## config.mk

```make
export PLATFORM = sky130hd
export DESIGN_NAME = activity_boost_extend_timer_top
export DESIGN_NICKNAME = d
export VERILOG_FILES = /design/src/rtl/abet_pkg.sv /design/src/rtl/activity_boost_extend_timer_top.sv
export VERILOG_INCLUDE_DIRS = /design/src /design/src/rtl
export SDC_FILE = /design/constraint.sdc
export NUM_CORES = 1
export LEC_CHECK = 0
export BUFFER_PORTS_ARGS = -buffer_cell sky130_fd_sc_hd__clkbuf_2
export CORE_UTILIZATION = 40
export DETAILED_ROUTE_END_ITERATION = 6
export SLEW_MARGIN = 20
export SYNTH_ARGS = -nofsm -noshare
export SYNTH_HDL_FRONTEND = slang
export SYNTH_SLANG_ARGS = --single-unit
```

## constraint.sdc

```tcl
create_clock -name clk -period 5.4 [get_ports clk]
set_input_delay 0.27 -clock clk [delete_from_list [all_inputs] [get_ports clk]]
set_output_delay 0.27 -clock clk [all_outputs]
set_load 0.02 [all_outputs]
```

## src/rtl/activity_boost_extend_timer_top_macros.svh

```systemverilog
// Assertion macros shared by the timer RTL.
`ifndef ACTIVITY_BOOST_EXTEND_TIMER_TOP_MACROS_SVH
`define ACTIVITY_BOOST_EXTEND_TIMER_TOP_MACROS_SVH

`ifndef SYNTHESIS
// Check a condition at every clock edge outside reset.
`define ABET_ASSERT_ALWAYS(label, cond) \
    label: assert property (@(posedge clk) disable iff (!rst_n) (cond)) \
        else $error("assertion failed");
// Check that the consequent holds in the same cycle as the antecedent.
`define ABET_ASSERT_IMPL(label, ante, cons) \
    label: assert property (@(posedge clk) disable iff (!rst_n) (ante) |-> (cons)) \
        else $error("assertion failed");
`else
`define ABET_ASSERT_ALWAYS(label, cond)
`define ABET_ASSERT_IMPL(label, ante, cons)
`endif

`endif

```

## src/rtl/abet_pkg.sv

```systemverilog
package abet_pkg;

    localparam int BASE_W       = 16;
    localparam int CNT_W        = 20;
    localparam int SHARED_W     = 3;
    localparam int INTERNAL_MAX = 5;
    localparam int SHARED_MAX   = 5;
    localparam int EXT_W        = $clog2(INTERNAL_MAX + 1);
    localparam int TOT_W        = $clog2(INTERNAL_MAX + (1 << SHARED_W));
    localparam int WIDE_W       = BASE_W + TOT_W;
    localparam int CFG_IDX_W    = 1;

    localparam logic [CNT_W-1:0]  CNT_MAX    = '1;
    localparam logic [BASE_W-1:0] BASE_RESET = BASE_W'(100);

    typedef enum logic [1:0] {
        MODE_TOUCH   = 2'd0,
        MODE_TICK    = 2'd1,
        MODE_BLANK   = 2'd2,
        MODE_UNBLANK = 2'd3
    } mode_t;

    typedef enum logic [CFG_IDX_W-1:0] {
        CFG_CORE_BASE  = 1'b0,
        CFG_INPUT_BASE = 1'b1
    } cfg_idx_t;

    typedef struct packed {
        mode_t               mode;
        logic [SHARED_W-1:0] shared_pending_core;
        logic [SHARED_W-1:0] shared_pending_input;
    } in_item_t;

    typedef struct packed {
        logic core_active;
        logic input_active;
        logic suspended_flag;
    } out_item_t;

    typedef struct packed {
        logic             on;
        logic [EXT_W-1:0] ext;
        logic [CNT_W-1:0] cnt;
    } chan_t;

endpackage

```

## src/rtl/activity_boost_extend_timer_top.sv

```systemverilog
// Two-channel activity boost timer (core and input channels).
// Input channel (in, in_valid, in_stall): one beat per event: touch, tick,
// display blank or display unblank, plus the shared pending counts of both
// channels, which are read only when a channel expires on a tick.
// Output channel (out, out_valid, out_stall): one beat per input beat with
// the active flags and the suspend flag as they stand after that event.
// Config channel (cfg_valid, cfg_ready, cfg_index, cfg_data): writes the
// base period of the core (index 0) or input (index 1) channel; always ready.
// Output: the result of a beat is registered in the output register, or in
// the skid while the output holds a result. Throughput: one beat per cycle
// while in_stall is low; the state update and the base times pending
// multiply are both combinational between acceptance and the output register.
// Stall: a two-entry output stage (output register plus skid) keeps taking
// beats while one result waits; in_stall rises only once the skid holds a
// result too.
// Reset: all channels off, not suspended, both base periods back to 100,
// no result pending.
`include "activity_boost_extend_timer_top_macros.svh"

module activity_boost_extend_timer_top
    import abet_pkg::*;
(
    input  logic                 clk,
    input  logic                 rst_n,
    input  in_item_t             in,
    input  logic                 in_valid,
    output logic                 in_stall,
    output out_item_t            out,
    output logic                 out_valid,
    input  logic                 out_stall,
    input  logic                 cfg_valid,
    output logic                 cfg_ready,
    input  cfg_idx_t             cfg_index,
    input  logic [BASE_W-1:0]    cfg_data
);

    // Wake a channel: an idle channel turns on with its base period, an
    // active one bumps its pending count up to the cap.
    function automatic chan_t chan_wake(chan_t c, logic [BASE_W-1:0] base);
        chan_t r;
        r = c;
        if (c.on) begin
            if (c.ext < EXT_W'(INTERNAL_MAX)) begin
                r.ext = c.ext + EXT_W'(1);
            end
        end else begin
            r.on  = 1'b1;
            r.cnt = CNT_W'(base);
        end
        return r;
    endfunction

    // Tick a channel: count down, and on expiry either reload with
    // base * total pending or turn off.
    function automatic chan_t chan_tick(chan_t c, logic [BASE_W-1:0] base,
                                        logic [SHARED_W-1:0] shared);
        chan_t              r;
        logic [TOT_W-1:0]   sh;
        logic [TOT_W-1:0]   total;
        logic [WIDE_W-1:0]  prod;
        r = c;
        if (c.on) begin
            if (c.cnt > CNT_W'(1)) begin
                r.cnt = c.cnt - CNT_W'(1);
            end else begin
                sh = TOT_W'(shared);
                if (sh > TOT_W'(SHARED_MAX)) begin
                    sh = TOT_W'(SHARED_MAX);
                end
                total = TOT_W'(c.ext) + sh;
                if (total != '0) begin
                    prod = WIDE_W'(base) * WIDE_W'(total);
                    r.cnt = (prod > WIDE_W'(CNT_MAX)) ? CNT_MAX : prod[CNT_W-1:0];
                end else begin
                    r.on  = 1'b0;
                    r.cnt = '0;
                end
                r.ext = '0;
            end
        end
        return r;
    endfunction

    logic [BASE_W-1:0] core_base_reg;
    logic [BASE_W-1:0] input_base_reg;
    logic              susp_reg;
    logic              susp_next;
    chan_t             chan_reg  [2];
    chan_t             chan_next [2];

    out_item_t         out_reg;
    logic              out_valid_reg;
    out_item_t         skid_reg;
    logic              skid_valid_reg;
    out_item_t         res;

    logic              in_fire;
    logic              out_fire;

    assign cfg_ready = 1'b1;
    assign in_stall  = skid_valid_reg;
    assign in_fire   = in_valid && !in_stall;
    assign out_fire  = out_valid_reg && !out_stall;
    assign out       = out_reg;
    assign out_valid = out_valid_reg;

    // Config registers.
    always_ff @(posedge clk or negedge rst_n)
    begin
        if (!rst_n)
        begin
            core_base_reg  <= BASE_RESET;
            input_base_reg <= BASE_RESET;
        end
        else if (cfg_valid && cfg_ready)
        begin
            unique case (cfg_index)
                CFG_CORE_BASE:  core_base_reg  <= cfg_data;
                CFG_INPUT_BASE: input_base_reg <= cfg_data;
                default: ;
            endcase
        end
    end

    // Next state for one event.
    always_comb
    begin
        susp_next    = susp_reg;
        chan_next[0] = chan_reg[0];
        chan_next[1] = chan_reg[1];
        if (in_fire)
        begin
            unique case (in.mode)
                MODE_TOUCH:
                begin
                    if (!susp_reg)
                    begin
                        chan_next[0] = chan_wake(chan_reg[0], core_base_reg);
                        chan_next[1] = chan_wake(chan_reg[1], input_base_reg);
                    end
                end
                MODE_TICK:
                begin
                    if (!susp_reg)
                    begin
                        chan_next[0] = chan_tick(chan_reg[0], core_base_reg,
                                                 in.shared_pending_core);
                        chan_next[1] = chan_tick(chan_reg[1], input_base_reg,
                                                 in.shared_pending_input);
                    end
                end
                MODE_BLANK:
                begin
                    if (!susp_reg)
                    begin
                        susp_next    = 1'b1;
                        chan_next[0] = '0;
                        chan_next[1] = '0;
                    end
                end
                MODE_UNBLANK:
                begin
                    if (susp_reg)
                    begin
                        susp_next    = 1'b0;
                        chan_next[0] = chan_wake(chan_reg[0], core_base_reg);
                        chan_next[1] = chan_wake(chan_reg[1], input_base_reg);
                    end
                end
                default: ;
            endcase
        end
        res.core_active    = chan_next[0].on;
        res.input_active   = chan_next[1].on;
        res.suspended_flag = susp_next;
    end

    // Timer state.
    always_ff @(posedge clk or negedge rst_n)
    begin
        if (!rst_n)
        begin
            susp_reg    <= 1'b0;
            chan_reg[0] <= '0;
            chan_reg[1] <= '0;
        end
        else
        begin
            susp_reg    <= susp_next;
            chan_reg[0] <= chan_next[0];
            chan_reg[1] <= chan_next[1];
        end
    end

    // Output register and skid: when the output is empty or drains, advance the
    // skid into it, or else a new result; otherwise park a new result in the skid.
    always_ff @(posedge clk or negedge rst_n)
    begin
        if (!rst_n)
        begin
            out_valid_reg  <= 1'b0;
            skid_valid_reg <= 1'b0;
        end
        else if (!out_valid_reg || out_fire)
        begin
            if (skid_valid_reg)
            begin
                out_valid_reg  <= 1'b1;
                skid_valid_reg <= 1'b0;
            end
            else
            begin
                out_valid_reg <= in_fire;
            end
        end
        else if (in_fire)
        begin
            skid_valid_reg <= 1'b1;
        end
    end

    always_ff @(posedge clk)
    begin
        if (!out_valid_reg || out_fire)
        begin
            out_reg <= skid_valid_reg ? skid_reg : res;
        end
        else if (in_fire)
        begin
            skid_reg <= res;
        end
    end

    `ABET_ASSERT_IMPL(a_skid_behind_out, skid_valid_reg, out_valid_reg)
    `ABET_ASSERT_IMPL(a_suspend_all_off, susp_reg, !chan_reg[0].on && !chan_reg[1].on)
    `ABET_ASSERT_ALWAYS(a_core_ext_capped, chan_reg[0].ext <= EXT_W'(INTERNAL_MAX))
    `ABET_ASSERT_ALWAYS(a_input_ext_capped, chan_reg[1].ext <= EXT_W'(INTERNAL_MAX))
    `ABET_ASSERT_IMPL(a_off_no_pending, !chan_reg[0].on, chan_reg[0].ext == '0)

endmodule

```

==> qor.log <==
[critical_path] kind of launch point of the worst setup path flip-flop
[detailed_routing] detailed-route wire length 22.1 mm
[critical_path] number of cells on the worst reg-to-reg path 17
[critical_path] required time worst endpoint 5.63 ns
[timing] pin slew with the least headroom to its limit 1.04 ns
[timing] worst setup skew after layout 0.0101 ns
[timing] RSZ-0062 raised after global routing no
[detailed_routing] via count of the routed design 7476
[critical_path] critical path peak fanout 13
[floorplan] core footprint 22000 um2
[final_layout] post-route core utilization 0.447
[synth] Syn Std Cell Area 9070 um2
[worst_hold_path] worst hold path type in -> reg
[synth] syn_nets 1183
[critical_path] crit path buf inv count 2
[global_routing] via count of the first global-routing pass 7210
[placement] Detail Placement HPWL 16.9 mm
[timing] total negative setup slack 0 ns
[synth] most used flip-flop cell after synthesis dfrtp_1
[synth] number of instances in the synthesized netlist 1035
[final_layout] fraction of final layout cells sized beyond drive strength 1 0.119
[global_routing] largest net degree at the start of global routing 63
[final_layout] signed area change from the synthesized netlist to the final layout 8.62%
[global_routing] number of antenna violations at the first check in global routing 0
[synth] number of library cell types mapped by synthesis 70
[critical_path] Worst setup startpoint chan_reg[44]
[pwr] Leak Pwr 4.58 nW
[detailed_routing] violation count after the first detailed-routing iteration 509
[global_routing] wire length of the first global-routing pass 37.6 mm
[critical_path] critical register-to-register path startpoint chan_reg[44]
[pwr] power density over the cells 606 nW/um2
[detailed_routing] DRC viols 5
[final_layout] most frequent standard cell in the layout excluding fill and tap cells inv_1
[synth] leading cell types by total area after synthesis dfrtp_1, fa_1, ha_1, and2_1, inv_1
[timing] worst slew margin relative to its limit 0.302
[critical_path] cell family with the largest share of critical-path delay adder cells
[clock_tree] clock latency on the worst-skew pair 0.35 ns
[status] outcome finished with violations
[floorplan] Initial Util 0.412
[synth] share of flip-flops with an asynchronous set or reset after synthesis 0.933
[critical_path] Arr. time, crit path 5.22 ns
[detailed_routing] number of iterations in the first detailed-routing pass 7
[timing] endpoints failing setup 0
[final_layout] post-route non-filler standard cell count 1344
[clock_tree] maximum level of the CTS H-tree 3
[timing] PnR worst setup slack 0.409 ns
[timing] minimum clock period 4.99 ns
[clock_tree] CTS tree done
[placement] Inst Count DP 1327
[final_layout] top library cells by usage in the layout, fill and taps aside inv_1, nand2_1, dfrtp_1, and2_1, a21oi_1
[status] violations in the final reports DRC
[final_layout] post-layout net count 1207
[timing] Max Slew Vio Count 0
[synth] number of enable-type register cells in the synthesized netlist 6
[synth] Syn. warnings 0
[worst_hold_path] hold path depth 2
[clock_tree] clock root cell clkbuf_16
[critical_path] list of cells traversed by the critical path ha_1 > fa_1 > xor2_1 > buf_4 > nand2_1 > fa_1 > inv_1 > fa_1 > fa_1 > a211oi_1 > o21ai_0 > a31oi_2 > o21ai_1 > a211o_1 > a21oi_1 > xor2_1 > o21ai_1
[final_layout] fillcell total 2184
[global_routing] remaining global-route overflow 0
[synth] Synth Area per Inst 8.76 um2
[clock_tree] clock sinks 89
[placement] Final GP Congestion 0.830
[synth] area fraction of the dominant cell type after synthesis 0.212
[clock_tree] clock transition at the registers of the reported paths 0.07 ns
[final_layout] ANT cells 0
[floorplan] Die X 153 um
[floorplan] number of primary I/O pins 36
[synth] number of flip-flops and latches in the synthesized netlist 89
[global_routing] all-layer global routing usage 0.199
[synth] largest area contributor in the netlist dfrtp_1
[final_layout] max FFs per register 48
[clock_tree] number of buffers added by the clock tree synthesis step 9
[detailed_routing] number of routed nets with antenna violations 0
[floorplan] die height 153 um
[clock_tree] maximum buffer depth of the clock tree 2
[placement] worst slack at placement 0.298 ns
[critical_path] category of the worst setup path capture point flip-flop
[run] number of maximum-capacitance constraint violations 0
[timing] ratio of final minimum period to clock period 0.924
[synth] share of the yosys chip area belonging to registers 0.250
[critical_path] critical path's largest stage delay 0.53 ns
[timing] number of hold violations in the final report 0
[floorplan] std cell rows 54
[timing] fmax 200 MHz
[critical_path] Most Frequent Cell on Critical Path fa_1
[detailed_routing] post-DR wirelength/cell 16.4 um
[placement] number of port buffers 34
[critical_path] Stages on worst setup path 17
[worst_hold_path] startpoint of the most critical hold path cfg_data[9]
[critical_path] crit path max-delay cell type fa_1
[critical_path] kind of critical path reg -> reg
[detailed_routing] number of vias per cell after detailed routing 5.56
[floorplan] area of the die 23300 um2
[pwr] maximum VDD drop 264 uV
[logic make-up (layout without fill, tap and decap cells)]
family	count (synthesis)	after routing	share of synthesized area
fa+ha+maj	118	118	0.211
flops	89	89	0.250
mux	38	38	0.0468
buf+inv	142	171	0.0614
xor+xnor	51	51	0.0493
compound gates	255	255	0.181
other cells	1	1	0.000414
simple gates	341	341	0.200
[cells in the mapped netlist (all sizes together) (3+ instances only)]
cell type	instances
a211oi	9
a21o	20
a21oi	63
a221o	4
a221oi	5
a22oi	19
a31oi	15
and2	71
and3	8
buf	8
clkbuf	28
dfrtp	77
dfstp	6
edfxtp	6
fa	58
ha	60
inv	106
mux2	35
mux2i	3
nand2	88
nand2b	11
nand3	22
nand4	5
nor2	50
nor2b	36
nor3	25
nor3b	4
nor4	10
o211ai	7
o21ai	75
o21bai	6
o22ai	3
o31ai	4
o32a	3
o41ai	3
or3	4
or4	4
xnor2	29
xor2	22
[worst reg2reg max path: stages, from the launching register on]
cell	delay [ns]
dfrtp_1	0.44
ha_1	0.26
fa_1	0.40
xor2_1	0.20
buf_4	0.22
nand2_1	0.09
fa_1	0.51
inv_1	0.05
fa_1	0.53
fa_1	0.50
a211oi_1	0.35
o21ai_0	0.19
a31oi_2	0.30
o21ai_1	0.15
a211o_1	0.28
a21oi_1	0.17
xor2_1	0.16
o21ai_1	0.07
[final timing paths]
| check | end | slack (ns) |
|---|---|---|
| worst max register to register | chan_reg[42] | 0.41 |
| worst min register to register | out[2] | 0.53 |
| min in group asynchronous | chan_reg[46] | 0.34 |
| worst max-delay path | chan_reg[42] | 0.41 |
| worst min-delay path | input_base_reg[9] | 0.17 |
| max in group asynchronous | core_base_reg[11] | 3.91 |
[report_power, final]
part           internal (mW)  switching [mW]  total, mW  leakage (nW)
clock network          0.322           0.312      0.634         0.139
registers              0.855           0.293       1.15          1.11
logic                   1.75            2.45       4.19          3.33
total                   2.92            3.05       5.97          4.58
[stage by stage]
step / hold WS (ns) / area, um2 / total power, mW
finish: 0.173 / 9850 / 5.97
global route: 0.161 / 9850 / 6.62
CTS: 0.160 / 9840 / 5.98
detailed placement: 0.189 / 9540 / 5.31
global placement: 0.188 / 9540 / 5.27
floorplan: -0.0256 / 9070 / 4.45
[routing by layer]
metal	routed length, um	track usage	vias to the layer above	part of all wire
li1	-	-	3630	-
met1	11400	0.298	3676	0.52
met2	9560	0.302	150	0.43
met3	800	0.0256	20	0.036
met4	330	0.0519	0	0.015
met5	0	0	-	0
[what timing repair did]
action	4_1_cts	5_1_grt
hold buffers	1	0
endpoints found under the setup margin	0	3
gates resized for setup	0	2
buffers inserted	0	0
hold endpoints to repair	21	0
[final cells by class]
| class | count | area (um2) | share of cell area |
|---|---|---|---|
| repair buffers | 49 | 288 | 0.0292 |
| flip-flops and latches | 89 | 2260 | 0.230 |
| inverters | 106 | 398 | 0.0404 |
| clock buffers | 9 | 225 | 0.0229 |
| multi-input cells | 804 | 6270 | 0.636 |
| clock inverters | 7 | 58.8 | 0.00597 |
| well taps | 280 | 350 | 0.0356 |
Note: power is estimated with default switching activity, not from simulation.
